===== src/hdl/frt_pkg.sv =====
// ----------------------------------------------------------------------------
// frt_pkg: shared types and constants for the fragment reassembly tracker
// Context table sizing, status codes and the header/result structs passed
// between the top level and the context table.
// ----------------------------------------------------------------------------
package frt_pkg;

  localparam int unsigned CONTEXTS    = 8;
  localparam int unsigned CTX_IDX_W   = (CONTEXTS > 1) ? $clog2(CONTEXTS) : 1;
  localparam int unsigned OBJ_W       = 64;
  localparam int unsigned FRAG_W      = 64;
  localparam int unsigned LEN_W       = 32;
  localparam int unsigned OPEN_W      = 4;
  localparam int unsigned STATUS_W    = 2;

  localparam logic [LEN_W-1:0] MAX_MSG_RESET = LEN_W'(64 * 1024 * 1024);

  // Config register indexes
  localparam logic REG_MAX_MSG = 1'b0;

  typedef enum logic [STATUS_W-1:0] {
    ST_OK        = 2'd0,
    ST_MALFORMED = 2'd1,
    ST_OVERFLOW  = 2'd2,
    ST_NO_FREE   = 2'd3
  } status_e;

  typedef struct packed {
    logic [OBJ_W-1:0]  obj_key;
    logic [FRAG_W-1:0] frag_seq;
    logic              start_flag;
    logic              end_flag;
    logic [LEN_W-1:0]  payload_length;
  } frt_hdr_t;

  typedef struct packed {
    status_e            status;
    logic               message_done;
    logic [OBJ_W-1:0]   done_obj_key;
    logic [LEN_W-1:0]   message_length;
    logic [OPEN_W-1:0]  open_contexts;
  } frt_res_t;

  // Number of set bits, modulo 2^OPEN_W
  function automatic logic [OPEN_W-1:0] count_ones(input logic [CONTEXTS-1:0] v);
    logic [OPEN_W-1:0] n;
    n = '0;
    for (int i = 0; i < CONTEXTS; i++) begin
      n = n + OPEN_W'(v[i]);
    end
    return n;
  endfunction

endpackage


===== src/hdl/frt_ctx_table.sv =====
// ----------------------------------------------------------------------------
// frt_ctx_table: reassembly context table
// Holds the open contexts, matches one header against all of them in
// parallel, computes the result and updates the table when told to.
// ----------------------------------------------------------------------------
module frt_ctx_table
  import frt_pkg::*;
(
  input  logic             clk_i,
  input  logic             rst_ni,
  input  logic             upd_i,
  input  frt_hdr_t         hdr_i,
  input  logic [LEN_W-1:0] limit_i,
  output frt_res_t         res_o
);

  logic [CONTEXTS-1:0] valid_q, valid_d;
  logic [OBJ_W-1:0]    obj_q  [CONTEXTS];
  logic [FRAG_W-1:0]   next_q [CONTEXTS];
  logic [LEN_W-1:0]    cnt_q  [CONTEXTS];

  logic [CONTEXTS-1:0]  hit_vec;
  logic                 hit_any, free_any;
  logic [CTX_IDX_W-1:0] hit_idx, free_idx, sel_idx;
  logic [FRAG_W-1:0]    cur_next;
  logic [LEN_W-1:0]     cur_cnt;
  logic [LEN_W:0]       total;
  logic                 wr_ok;
  status_e              status;

  always_comb begin
    hit_any  = 1'b0;
    free_any = 1'b0;
    hit_idx  = '0;
    free_idx = '0;
    for (int i = CONTEXTS - 1; i >= 0; i--) begin
      hit_vec[i] = valid_q[i] && (obj_q[i] == hdr_i.obj_key);
      if (hit_vec[i]) begin
        hit_any = 1'b1;
        hit_idx = CTX_IDX_W'(i);
      end
      if (!valid_q[i]) begin
        free_any = 1'b1;
        free_idx = CTX_IDX_W'(i);
      end
    end
  end

  // A start fragment works on a fresh context: next id 0, no bytes yet
  always_comb begin
    if (hdr_i.start_flag) begin
      sel_idx  = free_idx;
      cur_next = '0;
      cur_cnt  = '0;
    end else begin
      sel_idx  = hit_idx;
      cur_next = next_q[hit_idx];
      cur_cnt  = cnt_q[hit_idx];
    end
    total = {1'b0, cur_cnt} + {1'b0, hdr_i.payload_length};
  end

  always_comb begin
    valid_d = valid_q;
    wr_ok   = 1'b0;
    if (hdr_i.start_flag && ((hdr_i.frag_seq != '0) || hit_any)) begin
      status = ST_MALFORMED;
    end else if (hdr_i.start_flag && !free_any) begin
      status = ST_NO_FREE;
    end else if (!hdr_i.start_flag && !hit_any) begin
      status = ST_MALFORMED;
    end else if (hdr_i.frag_seq != cur_next) begin
      status = ST_MALFORMED;
    end else if ((hdr_i.payload_length != '0) && (total > {1'b0, limit_i})) begin
      status = ST_OVERFLOW;
      // a start fragment that overflows never leaves a context behind
      valid_d[sel_idx] = 1'b0;
    end else begin
      status = ST_OK;
      wr_ok  = 1'b1;
      valid_d[sel_idx] = !hdr_i.end_flag;
    end
  end

  always_comb begin
    res_o.status         = status;
    res_o.message_done   = wr_ok && hdr_i.end_flag;
    res_o.done_obj_key   = res_o.message_done ? hdr_i.obj_key : '0;
    res_o.message_length = res_o.message_done ? total[LEN_W-1:0] : '0;
    res_o.open_contexts  = count_ones(valid_d);
  end

  always_ff @(posedge clk_i or negedge rst_ni) begin
    if (!rst_ni) begin
      valid_q <= '0;
    end else if (upd_i) begin
      valid_q <= valid_d;
    end
  end

  always_ff @(posedge clk_i) begin
    if (upd_i && wr_ok) begin
      obj_q[sel_idx]  <= hdr_i.obj_key;
      next_q[sel_idx] <= cur_next + FRAG_W'(1);
      cnt_q[sel_idx]  <= total[LEN_W-1:0];
    end
  end

endmodule


===== src/hdl/fragment_reassembly_tracker.sv =====
// ----------------------------------------------------------------------------
// fragment_reassembly_tracker: message fragment reassembly by object id
// Tracks open reassembly contexts from decoded fragment headers and reports
// one status result per header.
// ----------------------------------------------------------------------------
//  channel   | direction | contents
//  ----------+-----------+--------------------------------------------------
//  s_axis    | in        | fragment header, one per transfer
//  m_axis    | out       | status result, one per header
//  apb       | in/out    | max_message_bytes at byte address 0
//
//  A header is held in the input register, passes the parallel context match
//  and table update, and its result is held in the result register; one header
//  is taken every cycle while the result register is not stalled.
//  Reset clears the context table valid bits and sets max_message_bytes to
//  64 MiB. A stalled result register holds the input register, which in turn
//  drops s_axis_tready.
// ----------------------------------------------------------------------------
module fragment_reassembly_tracker
  import frt_pkg::*;
(
  input  logic         clk_i,
  input  logic         rst_ni,
  // fragment header input
  input  logic         s_axis_tvalid,
  output logic         s_axis_tready,
  input  logic [159:0] s_axis_tdata,  // obj_key[63:0], frag_seq[127:64],
                                      // payload_length[159:128]
  input  logic         s_axis_tuser,  // start_flag
  input  logic         s_axis_tlast,  // end_flag
  // result output
  output logic         m_axis_tvalid,
  input  logic         m_axis_tready,
  output logic [103:0] m_axis_tdata,  // done_obj_key[63:0], message_length[95:64],
                                      // open_contexts[99:96], zero[103:100]
  output logic [2:0]   m_axis_tuser,  // status[1:0], message_done[2]
  // configuration
  input  logic         psel,
  input  logic         penable,
  input  logic         pwrite,
  input  logic [2:0]   paddr,
  input  logic [31:0]  pwdata,
  output logic [31:0]  prdata,
  output logic         pready
);

  frt_hdr_t         hdr_q;
  logic             in_valid_q, in_valid_d;
  frt_res_t         res, res_q;
  logic             out_valid_q, out_valid_d;
  logic [LEN_W-1:0] max_q;
  logic             advance, take_in, process, cfg_wr;

  // ---- configuration ----
  assign pready = 1'b1;
  assign cfg_wr = psel && penable && pwrite && (paddr[2] == REG_MAX_MSG);
  assign prdata = (paddr[2] == REG_MAX_MSG) ? max_q : '0;

  always_ff @(posedge clk_i or negedge rst_ni) begin
    if (!rst_ni) begin
      max_q <= MAX_MSG_RESET;
    end else if (cfg_wr && (pwdata != '0)) begin
      max_q <= pwdata;
    end
  end

  // ---- handshake ----
  assign advance       = !out_valid_q || m_axis_tready;
  assign s_axis_tready = !in_valid_q || advance;
  assign take_in       = s_axis_tvalid && s_axis_tready;
  assign process       = in_valid_q && advance;
  assign in_valid_d    = take_in || (in_valid_q && !advance);
  assign out_valid_d   = process || (out_valid_q && !m_axis_tready);

  always_ff @(posedge clk_i or negedge rst_ni) begin
    if (!rst_ni) begin
      in_valid_q  <= 1'b0;
      out_valid_q <= 1'b0;
    end else begin
      in_valid_q  <= in_valid_d;
      out_valid_q <= out_valid_d;
    end
  end

  always_ff @(posedge clk_i) begin
    if (take_in) begin
      hdr_q.obj_key        <= s_axis_tdata[63:0];
      hdr_q.frag_seq       <= s_axis_tdata[127:64];
      hdr_q.payload_length <= s_axis_tdata[159:128];
      hdr_q.start_flag     <= s_axis_tuser;
      hdr_q.end_flag       <= s_axis_tlast;
    end
    if (process) begin
      res_q <= res;
    end
  end

  frt_ctx_table u_ctx_table (
    .clk_i   (clk_i),
    .rst_ni  (rst_ni),
    .upd_i   (process),
    .hdr_i   (hdr_q),
    .limit_i (max_q),
    .res_o   (res)
  );

  assign m_axis_tvalid = out_valid_q;
  assign m_axis_tdata  = {4'b0, res_q.open_contexts, res_q.message_length,
                          res_q.done_obj_key};
  assign m_axis_tuser  = {res_q.message_done, res_q.status};

endmodule

===== config.mk =====
export PLATFORM = sky130hd
export DESIGN_NAME = fragment_reassembly_tracker
export DESIGN_NICKNAME = d
export VERILOG_FILES = /design/src/hdl/frt_pkg.sv /design/src/hdl/frt_ctx_table.sv /design/src/hdl/fragment_reassembly_tracker.sv
export SDC_FILE = /design/constraint.sdc
export NUM_CORES = 2
export LEC_CHECK = 0
export BUFFER_PORTS_ARGS = -buffer_cell sky130_fd_sc_hd__buf_2
export CAP_MARGIN = 30
export CORE_ASPECT_RATIO = 0.7
export CORE_MARGIN = 2
export CORE_UTILIZATION = 66
export DETAILED_ROUTE_END_ITERATION = 7
export PLACE_DENSITY_LB_ADDON = 0.08
export SETUP_SLACK_MARGIN = 0.05
export SLEW_MARGIN = 20
export SYNTH_ARGS = -nofsm -noshare
export SYNTH_HDL_FRONTEND = slang
export SYNTH_SLANG_ARGS = --single-unit

===== constraint.sdc =====
create_clock -name clk_i -period 40.8 [get_ports clk_i]
set_clock_uncertainty 0.05 [all_clocks]
set_input_delay 12.24 -clock clk_i [delete_from_list [all_inputs] [get_ports clk_i]]
set_output_delay 12.24 -clock clk_i [all_outputs]
set_load 0.02 [all_outputs]

### Word level (Yosys, flattened, before mapping)

Memories as Yosys holds them, arrays and structs flattened.
Cells that the tools add are included.

| operators by class | value |
|---|---|
| add/subtract/negate cells | 9 |
| order comparisons | 3 |
| equal/unequal tests | 9 |
| muxes and demuxes | 55 |
| bitwise operators | 3 |
| reduce and logical (&&, ||, !) cells | 40 |

Operator list:

| cell | number |
|---|---|
| $eq 64x64->1 | 8 |
| $add 64x1->64 const B | 1 |
| $mux 32 | 2 |
| $mux 64 | 1 |
| $ne 64x64->1 | 1 |
| $reduce_bool 32->1 | 2 |
| $reduce_bool 64->1 | 1 |
| $mux 3 | 17 |
| $mux 8 | 5 |
| $add 32x32->33 | 1 |
| $gt 33x32->1 | 1 |
| $add 4x1->4 | 6 |
| $mux 1 | 24 |
| $logic_and 1x1->1 | 23 |
| $and 8x8->8 | 1 |
| $bwmux 8 | 1 |
| $logic_not 1->1 | 8 |
| $mux 2 | 4 |
| $not 8->8 | 1 |
| $logic_or 1x1->1 | 5 |
| $lt 3x4->1 const B | 1 |
| $reduce_or 4->1 | 1 |
| $demux 1 s3 | 1 |
| $ge 3x1->1 const B | 1 |
| 2 further kinds | 2 |

| storage, ports and cells | value |
|---|---|
| register bits | 307 |
| RAM bits | 1280 |
| bits of input ports | 204 |
| output and inout port bits | 142 |
| memories kept | 3 |

Memory list:

| memory | words | width | rd ports | clocked after memory_dff | write ports | RTL line | source |
|---|---|---|---|---|---|---|---|
| u_ctx_table.next_q | 8 | 64 | 1 | 0 | 1 | frt_ctx_table.sv:19 | `logic [FRAG_W-1:0] next_q [CONTEXTS];` |
| u_ctx_table.obj_q | 8 | 64 | 8 | 0 | 1 | frt_ctx_table.sv:18 | `logic [OBJ_W-1:0] obj_q [CONTEXTS];` |
| u_ctx_table.cnt_q | 8 | 32 | 1 | 0 | 1 | frt_ctx_table.sv:20 | `logic [LEN_W-1:0] cnt_q [CONTEXTS];` |

### Longest topological paths before layout

An unclocked memory read counts as a cell.

| logic depth | value |
|---|---|
| depth after elaboration | 30 |
| depth in mapped cells | 54 |

### Hierarchy

Synthesis repeated with hierarchy kept, for this count alone.

| second synthesis, totals | value |
|---|---|
| cell total of the unflattened synthesis | 4970 |
| area total of the unflattened synthesis | 69588.0 sq um |

By module, submodules not included:

| module | instances | cells an instance | area each (sq um) | sequential area each (sq um) |
|---|---|---|---|---|
| frt_ctx_table | 1 | 4576 | 60000.0 | 38637.1 |
| fragment_reassembly_tracker | 1 | 394 | 9587.9 | 8809.7 |

### Worst setup path before layout

No wires, ideal clock.

| path | value |
|---|---|
| path kind | input -> register |
| start point | input port m_axis_tready |
| end point | memory u_ctx_table.cnt_q[0][0] (enable) |
| arrival time | 30.042 ns |
| data required time | 39.676 ns |
| setup slack | 9.634 ns |
| cell stages on the path | 5 |
| cells stage by stage | nand2b_1 -> nand2_1 -> inv_1 -> nand2_1 -> nor4_1 |

| between the ends | value |
|---|---|
| cells in the longest elaborated chain, start to end | 5 |

RTL lines:

| what | RTL line | source |
|---|---|---|
| from (decl) | fragment_reassembly_tracker.sv:33 | `input logic m_axis_tready,` |
| $logic_or 1x1->1 | fragment_reassembly_tracker.sv:68 | `assign advance = !out_valid_q \|\| m_axis_tready;` |
| $logic_and 1x1->1 | fragment_reassembly_tracker.sv:71 | `assign process = in_valid_q && advance;` |
| via process | fragment_reassembly_tracker.sv:52 | `logic advance, take_in, process, cfg_wr;` |
| $logic_and 1x1->1 | frt_ctx_table.sv:102 | `if (upd_i && wr_ok) begin` |
| $mux 1 | frt_ctx_table.sv:102 |  |
| $mux 1 (not written as such) | frt_ctx_table.sv:105 | `cnt_q[sel_idx] <= total[LEN_W-1:0];` |
| to (decl) | frt_ctx_table.sv:20 |  |

The timed path passes the listed nets, and every way through them passes these cells.

### Worst setup path after layout

| path | value |
|---|---|
| start point | input port paddr[2] |
| end point | output port prdata[21] |

| between the ends | value |
|---|---|
| cells in the longest elaborated chain, start to end | 1 |

RTL lines:

| what | RTL line | source |
|---|---|---|
| from (decl) | fragment_reassembly_tracker.sv:41 | `input logic [2:0] paddr,` |
| $mux 32 | fragment_reassembly_tracker.sv:57 | `assign prdata = (paddr[2] == REG_MAX_MSG) ? max_q : '0;` |
| to (decl) | fragment_reassembly_tracker.sv:43 | `output logic [31:0] prdata,` |

No other way between the ends.

==> metrics.md <==
| Metric | Value |
|---|---|
| Clk slew on worst S/H paths | `0.06 ns` |
| Post-CTS Setup Inserts | `0` |
| Via count of the first global-routing pass | `44200` |
| Top_reg_cell synth | `edfxtp_1` |
| CP peak stage delay | `0.51 ns` |
| Ranking of synthesized cells by instance count | `edfxtp_1, nand2_1, xnor2_1` |
| Cell accounting for the most synthesized area | `edfxtp_1` |
| Post-Place Cell Area | `0.0743 mm^2` |
| Critical path type | `in -> out` |
| Cell Area, Synth | `0.0709 mm^2` |
| Gpl congestion | `0.979` |
| Final-layout worst hold slack | `0.456 ns` |
| Cells taking the most area after synthesis | `edfxtp_1, xnor2_1, nand2_1, xor2_1, mux2i_1` |
| Total number of clock tree sinks | `1587` |
| Largest net degree at the start of global routing | `161` |
| Final HPWL DP | `129 mm` |
| Row cnt | `100` |
| Proportion of netlist area held by the largest area contributor | `0.654` |
| Post-route insts no fill | `7067` |
| Status | `complete, no violations` |
| Total global routing overflow | `0` |
| Power Dens Cells | `43.5 mW/mm^2` |
| Number of nets still failing antenna checks after routing | `0` |
| Die X-Extent | `396 um` |
| Number of nets in the layout | `5796` |
| Post-detailed-route DRC marker count | `0` |
| Area added between synthesis and finish | `11.4%` |
| Max capacitance violation total | `0` |
| Initial antenna violation count | `5` |
| Die footprint | `0.110 mm^2` |
| Crit Path Max Fanout | `33` |
| Hold WC Path Type | `reg -> reg` |
| Adder and majority gate portion of the synthesized area | `0.0134` |
| Synthesized-area fraction occupied by and/or/nand/nor cells | `0.135` |
| Flops & latches, synth | `1587` |
| Data required time at the worst endpoint | `28.51 ns` |
| Detailed-route via count | `46900` |
| Static power due to leakage | `27.1 nW` |
| Fin. Hold Viols | `0` |
| Fmax | `39.4 MHz` |
| Share of flip-flops with an asynchronous set or reset after synthesis | `0.0265` |
| Crit path cell chain | `buf_2 -> nor2_1 -> buf_2` |
| Crit-path slowest cell | `buf_2` |
| Cell at the root of the clock tree | `clkbuf_16` |
| Final sum of negative setup slack | `0 ns` |
| Resized cells post-CTS | `0` |
| Part of the cycle the worst path needs | `0.623` |
| YS warnings | `0` |
| Portion of netlist area occupied by mux cells | `0.0311` |
| Avg WL per Cell | `28.7 um` |
| Area fraction in compound gates after synthesis | `0.0658` |
| TritonCTS clock tree | `done` |
| Library cell appearing most often on the critical path | `buf_2` |
| Insertion delay of the later-clocked pin in the worst-skew pair | `0.77 ns` |
| Seq/Total Area, Yosys | `0.669` |
| Number of search-and-repair iterations in the first detailed-routing pass | `6` |
| Number of synthesized flops with an enable pin | `1545` |
| Worst Setup End Kind | `output pin` |
| Total CTS buffers | `148` |
| Sequential cell area | `0.0474 mm^2` |
| Layout cell share with drive strength beyond 1 | `0.149` |
| Count of endpoints failing setup in the final report | `0` |
| Synthesized instance count | `5129` |
| Average via count per standard cell | `6.63` |
| Library cell with the highest instance count after synthesis | `edfxtp_1` |
| Depth of the CTS H-tree | `4` |
| Post-synthesis cell type count | `114` |
| Final critical path time including I/O delays and setup | `25.40 ns` |
| Transition time at the pin with the least slew margin | `1.14 ns` |
| CP Launch Type | `input port` |
| Longest Clk Path Bufs | `3` |
| Port-buffer cells | `338` |
| Post-Layout Inst Area | `0.0790 mm^2` |
| Detailed-route wire length | `203 mm` |
| Die Ht | `278 um` |
| Peak supply drop | `41.8 uV` |
| Starting density of the core | `0.666` |
| Multi-input logic area | `0.0219 mm^2` |
| Main combinational cell family by area after synthesis | `simple AND/OR/NAND/NOR gates` |
| Count of pins over their slew limit | `0` |
| Detailed Route Iter0 Violations | `7156` |
| RSZ-0062 raised after global routing | `false` |
| Ports placed on the boundary | `346` |
| Critical path data arrival time | `13.11 ns` |
| Combined global-route utilization of all metal layers | `0.366` |
| Mean cell area of the mapped netlist | `13.8 um^2` |
| Worst rel slew slack | `0.243` |
| Core Box Area | `0.106 mm^2` |
| Global-route wire length before repair | `293 mm` |
| Number of fill cells | `6813` |
| Quantity of hold-fixing buffers added after cts | `0` |
| Area share of xor/xnor cells in the synthesized design | `0.0611` |
| Post-placement cell count | `6789` |
[kinds of logic after synthesis]
logic type | after synthesis
other | 2
DFF | 1587
and+or+nand+nor | 1752
AOI/OAI and AO/OA | 658
muxes | 211
buffers and inverters | 352
adders and majority gates | 73
xor gates and xnor gates | 494
[flip-flops by register name (all words and copies together), names as in the netlist]
signal / count
u_ctx_table.next_q: 512
u_ctx_table.obj_q: 512
u_ctx_table.cnt_q: 256
hdr_q: 162
m_axis_tdata: 100
max_q: 32
u_ctx_table.valid_q: 8
m_axis_tuser: 3
in_valid_q: 1
m_axis_tvalid: 1
[worst max-delay path: cells and delay by family]
kind / cells / cell delay, ns
buffers and inverters: 2 / 0.71
AND/OR/NAND/NOR: 1 / 0.15
[area by class of cell]
| class | instances | share of cell area |
|---|---|---|
| inverters | 109 | 0.00521 |
| multi-input cells | 3193 | 0.277 |
| well taps | 1428 | 0.0226 |
| repair buffers | 480 | 0.0365 |
| clock buffers | 193 | 0.0498 |
| flip-flops and latches | 1587 | 0.600 |
| clock inverters | 76 | 0.00845 |
| diodes | 1 | 0.0000317 |
[through the flow]
step | worst slack (ns) | power (W) | util
6_report | 15.40 | 0.00344 | 0.742
5_1_grt | 15.34 | 0.00353 | 0.742
3_3_place_gp | 15.51 | 0.00211 | 0.697
4_1_cts | 15.40 | 0.00344 | 0.741
3_5_place_dp | 15.40 | 0.00212 | 0.698
2_1_floorplan | 9.63 | 0.00201 | -
[worst paths after layout]
kind	startpoint	end	cells after the start	slack (ns)
max reg2reg	hdr_q[156]$_DFFE_PP_	u_ctx_table.next_q[3][27]$_DFFE_PP_	41	26.24
max	paddr[2]	prdata[21]	3	15.40
min in group asynchronous	rst_ni	max_q[15]$_DFFE_PN0P_	1	11.40
min	max_q[10]$_DFFE_PN0P_	max_q[10]$_DFFE_PN0P_	1	0.46
min reg2reg	max_q[10]$_DFFE_PN0P_	max_q[10]$_DFFE_PN0P_	1	0.46
max in group asynchronous	rst_ni	max_q[26]$_DFFE_PN1P_	2	28.67
[power breakdown]
group          switching, W  internal, W
logic              0.000179    0.0000788
registers         0.0000176      0.00182
clock network      0.000604     0.000741
total              0.000801      0.00264
[per-layer routing]
metal	part of all wire	wire length (um)	up-vias	GRT usage
met5	0	0	-	0
li1	-	-	20200	-
met2	0.42	85700	3232	0.511
met3	0.14	29400	373	0.0977
met1	0.41	82900	23100	0.570
met4	0.025	5060	0	0.0973
[cell usage in the layout, fill, tap and decap left out, types with 15 or more instances in the layout]
cell type,instances
a21oi_1,77
ha_1,68
mux2i_1,144
and3_1,15
a21boi_0,57
or4_1,36
o21ai_0,129
nand3_1,179
o22ai_1,32
clkbuf_16,151
nor2b_1,109
clkbuf_1,42
clkinv_2,18
nand4_1,177
buf_2,343
nor2_1,106
nor3_1,67
nor4_1,152
buf_4,126
a211o_1,31
mux2_2,65
nand3b_1,21
o21a_1,15
edfxtp_1,1545
and2_1,108
clkinv_1,28
nand2b_1,144
nand2_1,495
xor2_1,168
xnor2_1,325
inv_1,107
o211ai_1,41
a211oi_1,85
a21o_1,34
dfrtp_1,41
and4_1,20
o2111ai_1,24
No activity file was read; power rests on OpenSTA's default activity.
